--- config.mk ---
export PLATFORM = sky130hd
export DESIGN_NAME = edf_tick_scheduler_core
export DESIGN_NICKNAME = d
export VERILOG_FILES = /design/src/hw/rtl/edfs_pkg.sv /design/src/hw/rtl/edfs_cell.sv /design/src/hw/rtl/edf_tick_scheduler_core.sv
export SDC_FILE = /design/constraint.sdc
export NUM_CORES = 2
export LEC_CHECK = 0
export ABC_AREA = 1
export ABC_CLOCK_PERIOD_IN_PS = 4500
export BUFFER_PORTS_ARGS = -buffer_cell sky130_fd_sc_hd__buf_4
export CORE_ASPECT_RATIO = 0.7
export CORE_UTILIZATION = 40
export DETAILED_ROUTE_END_ITERATION = 8
export PLACE_DENSITY_LB_ADDON = 0.1
export SKIP_CTS_REPAIR_TIMING = 1
export SLEW_MARGIN = 20
export SYNTH_ARGS = -nofsm -noshare
export SYNTH_HDL_FRONTEND = slang
export SYNTH_SLANG_ARGS = --single-unit
--- constraint.sdc ---
create_clock -name clk -period 4.5 [get_ports clk]
set_input_delay 0.9 -clock clk [delete_from_list [all_inputs] [get_ports clk]]
set_output_delay 0.9 -clock clk [all_outputs]
set_load 0.01 [all_outputs]
--- src/hw/rtl/edfs_pkg.sv ---
package edfs_pkg;

  localparam int MAX_TASKS = 8;
  localparam int IDX_W = (MAX_TASKS > 1) ? $clog2(MAX_TASKS) : 1;
  localparam int LABEL_W = 16;
  localparam int WORK_W = 16;
  localparam int TIME_W = 32;
  localparam int DL_W = TIME_W + 1;

  localparam logic [1:0] FUNC_TICK = 2'd0;
  localparam logic [1:0] FUNC_LOAD = 2'd1;
  localparam logic [1:0] FUNC_RESTART = 2'd2;

  localparam logic [1:0] KIND_MISS = 2'd0;
  localparam logic [1:0] KIND_RUN = 2'd1;
  localparam logic [1:0] KIND_IDLE = 2'd2;
  localparam logic [1:0] KIND_END = 2'd3;

  localparam logic REG_ACTIVE_TASKS = 1'b0;
  localparam logic REG_RUN_LENGTH = 1'b1;

  typedef enum logic [1:0] {
    S_IDLE,
    S_BUSY,
    S_END
  } state_t;

  typedef struct packed {
    logic valid;
    logic found;
    logic [DL_W-1:0] deadline;
    logic [IDX_W-1:0] idx;
    logic [LABEL_W-1:0] label;
  } tok_t;

  typedef struct packed {
    logic load;
    logic restart;
    logic dec;
    logic [IDX_W-1:0] dec_idx;
  } cell_ctl_t;

endpackage

--- src/hw/rtl/edfs_cell.sv ---
module edfs_cell
  import edfs_pkg::*;
(
  input  logic clk,
  input  logic rst,
  input  logic [IDX_W-1:0] pos,
  input  logic active,
  input  logic [TIME_W-1:0] tick_time,
  input  cell_ctl_t ctl,
  input  logic [LABEL_W-1:0] load_label,
  input  logic [WORK_W-1:0] load_burst,
  input  logic [WORK_W-1:0] load_period,
  input  logic adv,
  input  tok_t tok_in,
  output tok_t tok_out,
  output logic miss,
  output logic [LABEL_W-1:0] miss_label
);

  logic [LABEL_W-1:0] label;
  logic [WORK_W-1:0] burst;
  logic [WORK_W-1:0] period;
  logic [WORK_W-1:0] rem;
  logic [DL_W-1:0] deadline;

  logic visit;
  logic release_now;
  logic [WORK_W-1:0] rem_post;
  logic [DL_W-1:0] dl_post;
  logic better;
  tok_t tok_next;

  assign visit = tok_in.valid && adv && active;
  assign release_now = (deadline == {1'b0, tick_time});
  assign rem_post = release_now ? burst : rem;
  assign dl_post = release_now ? (deadline + {{(DL_W-WORK_W){1'b0}}, period}) : deadline;
  assign better = (rem_post != '0) && (!tok_in.found || (dl_post < tok_in.deadline));

  assign miss = visit && release_now && (rem != '0);
  assign miss_label = label;

  always_comb begin
    tok_next = tok_in;
    if (active && better) begin
      tok_next.found = 1'b1;
      tok_next.deadline = dl_post;
      tok_next.idx = pos;
      tok_next.label = label;
    end
  end

  always_ff @(posedge clk) begin
    if (rst) begin
      tok_out <= '0;
    end else if (adv) begin
      tok_out <= tok_next;
    end
  end

  always_ff @(posedge clk) begin
    if (rst) begin
      label <= '0;
      burst <= '0;
      period <= '0;
      rem <= '0;
      deadline <= '0;
    end else if (ctl.load) begin
      label <= load_label;
      burst <= load_burst;
      period <= load_period;
      rem <= '0;
      deadline <= '0;
    end else if (ctl.restart) begin
      rem <= '0;
      deadline <= '0;
    end else if (ctl.dec && (ctl.dec_idx == pos)) begin
      rem <= rem - 1'b1;
    end else if (visit && release_now) begin
      rem <= rem_post;
      deadline <= dl_post;
    end
  end

endmodule

--- src/hw/rtl/edf_tick_scheduler_core.sv ---
// A tick's token is registered on acceptance and walks the slot cells one per cycle; output
// stalls hold it where it is, and the tick's final result is registered at the row's end.
// Misses are reported as the token passes and do not hold it up. No new item is taken until
// the tick is done; a tick at or past the run length gives a KIND_END result via S_END.
// Synchronous reset clears time, the state, all slot tables and the config registers to zero.
module edf_tick_scheduler_core
  import edfs_pkg::*;
(
  input  logic clk,
  input  logic rst,
  input  logic cfg_we,
  input  logic cfg_index,
  input  logic [31:0] cfg_data,
  input  logic in_valid,
  output logic in_stall,
  input  logic [1:0] func,
  input  logic [2:0] slot,
  input  logic [15:0] task_label,
  input  logic [15:0] burst,
  input  logic [15:0] period,
  output logic out_valid,
  input  logic out_stall,
  output logic [1:0] kind,
  output logic [15:0] result_label,
  output logic [31:0] time_now,
  output logic last
);

  state_t state;
  state_t state_next;

  logic [3:0] active_tasks;
  logic [TIME_W-1:0] run_length;
  logic [TIME_W-1:0] tick_time;

  logic in_accept;
  logic adv;
  logic tick_go;
  logic final_step;

  tok_t tok_chain [0:MAX_TASKS];
  logic [MAX_TASKS-1:0] cell_miss;
  logic [LABEL_W-1:0] cell_miss_label [0:MAX_TASKS-1];
  logic [MAX_TASKS-1:0] tok_busy;
  logic miss_any;
  logic [LABEL_W-1:0] miss_lab;
  cell_ctl_t ctl [0:MAX_TASKS-1];

  assign in_accept = in_valid && !in_stall;
  assign adv = !out_valid || !out_stall;
  assign tick_go = in_accept && (func == FUNC_TICK);
  assign final_step = tok_chain[MAX_TASKS].valid && adv;

  always_ff @(posedge clk) begin
    if (rst) begin
      active_tasks <= '0;
      run_length <= '0;
    end else if (cfg_we) begin
      unique case (cfg_index)
        REG_ACTIVE_TASKS: active_tasks <= cfg_data[3:0];
        REG_RUN_LENGTH:   run_length <= cfg_data;
        default: ;
      endcase
    end
  end

  always_comb begin
    state_next = state;
    unique case (state)
      S_IDLE: begin
        if (tick_go) begin
          state_next = (tick_time >= run_length) ? S_END : S_BUSY;
        end
      end
      S_BUSY: begin
        if (final_step) begin
          state_next = S_IDLE;
        end
      end
      S_END: begin
        if (adv) begin
          state_next = S_IDLE;
        end
      end
      default: state_next = S_IDLE;
    endcase
  end

  always_comb begin
    in_stall = (state != S_IDLE);
  end

  always_ff @(posedge clk) begin
    if (rst) begin
      state <= S_IDLE;
    end else begin
      state <= state_next;
    end
  end

  always_ff @(posedge clk) begin
    if (rst) begin
      tok_chain[0] <= '0;
    end else if (tick_go && (tick_time < run_length)) begin
      tok_chain[0] <= '{valid: 1'b1, found: 1'b0, deadline: '0, idx: '0, label: '0};
    end else if (adv) begin
      tok_chain[0] <= '0;
    end
  end

  always_ff @(posedge clk) begin
    if (rst) begin
      tick_time <= '0;
    end else if (in_accept && (func == FUNC_RESTART)) begin
      tick_time <= '0;
    end else if (final_step) begin
      tick_time <= tick_time + 1'b1;
    end
  end

  for (genvar i = 0; i < MAX_TASKS; i++) begin : g_cell
    always_comb begin
      ctl[i].load = in_accept && (func == FUNC_LOAD) && ({29'b0, slot} == 32'(i));
      ctl[i].restart = in_accept && (func == FUNC_RESTART);
      ctl[i].dec = final_step && tok_chain[MAX_TASKS].found;
      ctl[i].dec_idx = tok_chain[MAX_TASKS].idx;
    end

    assign tok_busy[i] = tok_chain[i].valid;

    edfs_cell u_cell (
      .clk(clk),
      .rst(rst),
      .pos(IDX_W'(i)),
      .active({28'b0, active_tasks} > 32'(i)),
      .tick_time(tick_time),
      .ctl(ctl[i]),
      .load_label(task_label),
      .load_burst(burst),
      .load_period(period),
      .adv(adv),
      .tok_in(tok_chain[i]),
      .tok_out(tok_chain[i+1]),
      .miss(cell_miss[i]),
      .miss_label(cell_miss_label[i])
    );
  end

  always_comb begin
    miss_lab = '0;
    for (int i = 0; i < MAX_TASKS; i++) begin
      miss_lab = miss_lab | (cell_miss[i] ? cell_miss_label[i] : '0);
    end
  end
  assign miss_any = |cell_miss;

  always_ff @(posedge clk) begin
    if (rst) begin
      out_valid <= 1'b0;
    end else if (adv) begin
      out_valid <= miss_any || final_step || (state == S_END);
    end
  end

  always_ff @(posedge clk) begin
    if (adv) begin
      if (miss_any) begin
        kind <= KIND_MISS;
        result_label <= miss_lab;
        time_now <= tick_time;
        last <= 1'b0;
      end else if (final_step) begin
        kind <= tok_chain[MAX_TASKS].found ? KIND_RUN : KIND_IDLE;
        result_label <= tok_chain[MAX_TASKS].found ? tok_chain[MAX_TASKS].label : '0;
        time_now <= tick_time;
        last <= 1'b1;
      end else if (state == S_END) begin
        kind <= KIND_END;
        result_label <= '0;
        time_now <= tick_time;
        last <= 1'b1;
      end
    end
  end

  a_one_token: assert property (@(posedge clk) disable iff (rst)
    $onehot0({tok_chain[MAX_TASKS].valid, tok_busy}))
    else $error("more than one scheduling token in the cell row");

  a_idle_empty: assert property (@(posedge clk) disable iff (rst)
    (state == S_IDLE) |-> (!tok_chain[MAX_TASKS].valid && (tok_busy == '0)))
    else $error("token in flight while no tick is being processed");

  a_miss_not_last: assert property (@(posedge clk) disable iff (rst)
    (out_valid && (kind == KIND_MISS)) |-> !last)
    else $error("deadline miss marked as final result of a tick");

  a_time_steady: assert property (@(posedge clk) disable iff (rst)
    ($past(state) == S_BUSY && state == S_BUSY) |-> $stable(tick_time))
    else $error("tick time changed in the middle of a tick");

endmodule

; Word-level counts from Yosys, hierarchy flattened
; Index checks and enable logic that the tools add are counted.
[totals]
register_bits = 1298
inputBits = 91
word_cells = 378
[op_classes]
addsub = 17
n_lt_le_gt_ge = 17
n_eq_ne = 29
n_mux = 67
n_bitwise = 16
reduce_logical = 143
[op_table]
columns = operator, count
row1 = 16-bit two-way mux, 36
row2 = 53-bit two-way mux, 8
row3 = 33-bit by 16-bit adder with 33-bit output, 8
row4 = 33-bit by 32-bit equality test with 1-bit output, 8
row5 = 33-bit two-way mux, 8
row6 = 16-bit nonzero test, 16
row7 = 33-bit < comparator, 7
row8 = "16-bit by 1-bit subtractor with 16-bit output, second input constant", 8
row9 = 16-bit OR, 7
row10 = 54-bit two-way mux, 2
row11 = 32-bit two-way mux, 3
row12 = 1-bit logical AND, 70
row13 = "32-bit by 1-bit adder with 32-bit output, second input constant", 1
row14 = 32-bit >= comparator, 1
row15 = 32-bit < comparator, 1
row16 = "3-bit equality test, second input constant", 8
row17 = 3-bit OR reduction, 8
row18 = 2-bit AND reduction, 11
row19 = 2-bit nonzero test, 10
row20 = "4-bit by 3-bit greater-than comparator with 1-bit output, second input constant", 4
row21 = 2-bit two-way mux, 7
row22 = "3-bit by 2-bit equality test with 1-bit output, second input constant", 4
row23 = 1-bit logical NOT, 10
row24 = 1-bit logical OR, 10
row25 = 15 further kinds, 33

; Depth between registers and ports, before layout
[logic_depth]
depth_word = 15
ltp_mapped = 35
mapped_depth_nobuf = 31

; Cells and area by module
; From an unflattened synthesis, not the netlist that was laid out.
[hier_totals]
cells_unflattened = 12818
area_unflattened_um2 = 83527.6
[modules_own_cells]
columns = module, n_inst, cells_per_inst, area_each_um2
row1 = edfs_cell at g_cell[2].u_cell ..., 4, 1503, 9656.8
row2 = edfs_cell at g_cell[1].u_cell, 1, 1522, 9718.1
row3 = edfs_cell at g_cell[6].u_cell, 1, 1522, 9685.5
row4 = edfs_cell at g_cell[0].u_cell, 1, 1483, 9606.7
row5 = edfs_cell at g_cell[7].u_cell, 1, 1477, 9484.1
row6 = edf_tick_scheduler_core, 1, 802, 6406.1

; Worst setup path before layout
; Ideal clock, no wire load.
[synth_timing]
path_kind = flip-flop to flip-flop
from = register g_cell[3].u_cell.deadline[0]
to = register g_cell[3].u_cell.tok_out[19] (netlist name)
arrival_time_ns = 3.955
path_slack_ns = 0.435
path_stages_with_launch = 29
period_less_slack_ns = 4.065
path_cell_list = dfxtp_1 -> ha_1 -> inv_1 -> fa_1 -> o21ai_0 -> a21oi_1 -> o21ai_0 -> nand2_1 -> nand2_1 -> nand2_1 -> nor2_1 -> nand2_1 -> nand2_1 -> inv_1 -> ha_1 -> a21oi_1 -> o21a_1 -> nor2_1 -> o21ai_0 -> nand2_1 -> a21oi_1 -> nand2_1 -> a21oi_4 -> nand2_2 -> buf_6 -> nand2_1 -> nand3_1 -> nand2_1 -> inv_1
[synth_between]
elab_chain_cells = 7
word_cells_on_any_way = 10
classes_between = 1 x add/sub / 1 x order compare / 1 x eq/ne / 3 x mux / 4 x reduce/logical
[synth_rtl]
columns = item, line
row1 = "start, declared", edfs_cell.sv:24  ; logic [DL_W-1:0] deadline;
row2 = "start signal, assigned", edfs_cell.sv:80  ; deadline <= dl_post;
row3 = 33-bit by 16-bit adder with 33-bit output / 33-bit by 32-bit equality test with 1-bit output (equally long branches), "edfs_cell.sv:36, edfs_cell.sv:34"
row4 = 33-bit two-way mux *, edfs_cell.sv:36  ; assign dl_post = release_now ? (deadline + {{(DL_W-WORK_W){1'b0}}, period}) : deadline;
row5 = net g_cell[3].u_cell.dl_post[20], edfs_cell.sv:29  ; logic [DL_W-1:0] dl_post;
row6 = 33-bit < comparator *, edfs_cell.sv:37  ; assign better = (rem_post != '0) && (!tok_in.found || (dl_post < tok_in.deadline));
row7 = 1-bit logical OR *, edfs_cell.sv:37
row8 = 1-bit logical AND *, edfs_cell.sv:37
row9 = 1-bit logical AND *, edfs_cell.sv:44  ; if (active && better) begin
row10 = 53-bit two-way mux *, edfs_cell.sv:44
row11 = "end signal, assigned", edfs_cell.sv:56  ; tok_out <= tok_next;
row12 = "end, declared", edfs_cell.sv:15  ; output tok_t tok_out,
; Mark *: on every way through the listed nets, which the timed path passes. The rest lies on a longest branch.
; A chain may end at the register's enable or synchronous reset.

; Worst setup path in the final report
[layout_timing]
from = register tick_time[12]
to = register g_cell[4].u_cell.tok_out[34] (netlist name)
[layout_between]
elab_chain_cells = 7
word_cells_on_any_way = 9
classes_between = 1 x order compare / 1 x eq/ne / 3 x mux / 4 x reduce/logical
[layout_rtl]
columns = item, line
row1 = "start, declared", edf_tick_scheduler_core.sv:34  ; logic [TIME_W-1:0] tick_time;
row2 = "start signal, assigned", edf_tick_scheduler_core.sv:117  ; tick_time <= tick_time + 1'b1;
row3 = 33-bit by 32-bit equality test with 1-bit output, edfs_cell.sv:34  ; assign release_now = (deadline == {1'b0, tick_time});
row4 = 33-bit two-way mux, edfs_cell.sv:36
row5 = net g_cell[4].u_cell.dl_post[10], edfs_cell.sv:29
row6 = 33-bit < comparator, edfs_cell.sv:37
row7 = 1-bit logical OR, edfs_cell.sv:37
row8 = 1-bit logical AND, edfs_cell.sv:37
row9 = 1-bit logical AND, edfs_cell.sv:44
row10 = 53-bit two-way mux, edfs_cell.sv:44
row11 = "end signal, assigned", edfs_cell.sv:56
row12 = "end, declared", edfs_cell.sv:15
; The timed path passes the listed nets, and every way through them passes these cells.

==> results_dict.tcl <==
set metrics [dict create \
    status "complete, but fails checks" \
    violations "setup timing" \
    dieHeight_um 373 \
    netlist_area_sq_um 78500 \
    initial_core_util_pct 40.4 \
    clkPwrFrac_pct 44.3 \
    power_frac_seq_pct 39.1 \
    track_usage_pct 39.6 \
    syn_nets 12600 \
    drt-total-wl_mm 416 \
    grt_max_degree 187 \
    max_freq_ghz 0.207 \
    pwr-share-comb_pct 16.6 \
    dp_hpwl_mm 311 \
    core_area_sq_um 194000 \
    pin_count 144 \
    ys_ff_latch 1291 \
    wl_per_cell_um 26.0 \
    nets 13700 \
    die_w_um 532 \
    drv_slew 0 \
    grt_pass1_wl_mm 576 \
    drc 0 \
    hold_viol_final 0 \
    area_growth_syn_to_layout_pct 29.6 \
    cap_viol_max_count 0 \
    cp.arrival_ns 5.54 \
    period_needed_ns 4.84 \
    p_switching_mw 9.09 \
    worst-path-buf-inv 10 \
    synthCells 12100 \
    syn_avg_cell_area_sq_um 6.50 \
    ys_seq_area_share_pct 33.6 \
    setup_violations 253 \
    cell_internal_pwr_mw 21.1 \
    routabilityCongestion 1.08 \
    rsz0062_at_grt "yes" \
    end_kind "flip-flop" \
    swShare_pct 30.1 \
    critPathTopFamily "buffers and inverters" \
    drt_iter0_drc 12000 \
    worst_path_largest_cell_delay_ns 0.63 \
    hold_ws_ns 0.378 \
    overflow 0 \
    synth-edff-count 51 \
    path_max_fanout 8 \
    dominantRegCellSynth "dfxtp_1" \
    path_clk_slew_ns 0.06 \
    cts_tree "built" \
    start_kind "flip-flop" \
    cts_sinks 1291 \
    cts_max_level 4 \
    viasPerCell 5.65 \
    fillCellCount 19400 \
    relSlewSlack_pct 6.54 \
    worst_slack_ns -0.336 \
    port-buffer-count 143 \
    async_flop_share_pct 0 \
    worstMarginPinSlew_ns 1.40 \
    drtPass1Iterations 8 \
    p_leak_nw 49.3 \
    grt_pass1_vias 80300 \
    numCtsBuffers 155 \
    ir_worst_vdd_v 0.000300 \
    worstPathRequired_ns 5.20 \
    cts_max_path_buffers 4 \
    antenna_found_initial 31 \
    via_count 90400 \
    cp_common_cell "buf_4" \
    finalClockSkew_ns 0.0871 \
    critPathKind "flip-flop to flip-flop" \
    synthDistinctLibCells 66 \
    yosys_warnings 0 \
    hold_path_class "input pin to flip-flop" \
    die-area_sq_um 198000 \
    setup_tns_ns -37.99 \
    rows 135 \
    min_period_over_period_pct 107 \
    detail-route-antenna-nets 0 \
    clk_latency_ns 0.87 \
    root_buffer "clkbuf_16" \
    critical-path-slowest-cell "o21ai_0" \
    pwr_density_cell_nw_per_um2 296 \
    drive_above_1_share_pct 19.5 \
]
-- registers in the layout, indices dropped and copies added, names as in the netlist --
name / flops
g_cell.u_cell.period: 128
g_cell.u_cell.burst: 128
kind: 2
out_valid: 1
result_label: 16
last: 1
tick_time: 32
run_length: 32
time_now: 32
active_tasks: 4
state: 2
tok_busy: 1
g_cell.u_cell.miss_label: 128
g_cell.u_cell.deadline: 264
g_cell.u_cell.tok_out: 392
g_cell.u_cell.rem: 128
-- path summary, 6_finish.rpt --
check                                                       startpoint                                         to  slack [ns]  cells past startpoint
worst max register to register              tick_time[12]$_SDFFE_PP0P_  g_cell[4].u_cell.tok_out[34]$_SDFFE_PP0N_       -0.34                     27
worst min register to register  g_cell[0].u_cell.burst[6]$_SDFFE_PP0P_     g_cell[0].u_cell.burst[6]$_SDFFE_PP0P_        0.45                      2
worst min-delay path                                      cfg_data[15]                run_length[15]$_SDFFE_PP0P_        0.38                      3
worst max-delay path                        tick_time[12]$_SDFFE_PP0P_  g_cell[4].u_cell.tok_out[34]$_SDFFE_PP0N_       -0.34                     27
-- layout by cell type, fill, tap and decap left out, drive strengths merged, types with 50 or more instances in the layout --
cell type  count
a211oi        78
a21oi        945
a31oi         90
buf         1611
clkbuf       227
clkinv        50
dfxtp       1240
edfxtp        51
ha           393
inv         1363
nand2       2488
nand3        917
nand4        209
nor2        1922
nor3         156
o21ai       1063
xnor2        131
xor2         143
-- per-stage QoR --
| step | util [%] | setup WS (ns) | cells | total power, mW | area (sq um) |
|---|---|---|---|---|---|
| after floorplan | - | 0.435 | 12100 | 14.1 | 78500 |
| after global placement | 47.0 | -1.07 | 15600 | 16.3 | 91400 |
| after detailed placement | 47.0 | -1.07 | 15600 | 16.3 | 91400 |
| after CTS | 49.7 | -1.12 | 15800 | 29.5 | 96500 |
| after global routing | 52.4 | -0.486 | 16000 | 30.9 | 102000 |
| final | 52.4 | -0.336 | 16000 | 30.2 | 102000 |
-- layer usage --
metal | track usage [%] | part of all wire (%)
met1 | 58.7 | 45
met2 | 53.2 | 38
met3 | 11.1 | 13
met4 | 14.8 | 4.2
met5 | 0 | 0.083
-- power groups by stage --
| stage | combinational, mW | sequential (mW) | clock, mW |
|---|---|---|---|
| 6_report | 5.00 | 11.8 | 13.4 |
| 5_1_grt | 5.20 | 11.8 | 13.9 |
| 4_1_cts | 4.24 | 11.8 | 13.5 |
| 3_5_place_dp | 4.22 | 12.0 | 0 |
| 3_3_place_gp | 4.22 | 12.0 | 0 |
| 2_1_floorplan | 2.07 | 12.0 | 0 |
-- logic make-up after synthesis --
family | synth area share (%)
AND/OR/NAND/NOR | 30.9
adder cells (fa/ha/maj) | 6.46
buffers and inverters | 10.4
XOR/XNOR | 3.06
AO/OA/AOI/OAI | 15.7
flip-flops | 33.6
multiplexers | 0.0255
-- synthesized netlist by cell type, drive strengths merged, types with 37 or more instances --
cell / instances / area (sq um)
a211oi: 78 / 586
a21oi: 945 / 4780
a31oi: 90 / 563
buf: 240 / 1470
clkbuf: 386 / 1480
dfxtp: 1240 / 24800
edfxtp: 51 / 1530
ha: 393 / 4920
inv: 1364 / 5120
nand2: 2488 / 9380
nand3: 917 / 4630
nand4: 209 / 1310
nor2: 1922 / 7330
nor3: 156 / 838
nor4: 38 / 244
o21ai: 1063 / 5320
or2: 37 / 231
xnor2: 131 / 1150
xor2: 143 / 1250
-- area by class of cell --
cell class	instances	area [sq um]	share of cell area [%]
Multi-Input combinational cell	8795	47300	46.5
Sequential cell	1291	26500	26.0
Timing Repair Buffer	1634	14300	14.0
Inverter	1380	5260	5.17
Clock buffer	204	4430	4.35
Tap cell	2603	3260	3.20
Clock inverter	63	721	0.708
Antenna cell	19	47.5	0.0467
-- tightest hold or removal path, cell delays in order --
cell     delay, ns
buf_4         0.07
o21ai_0       0.07
a21oi_1       0.11
(Power assumes the default switching activity.)
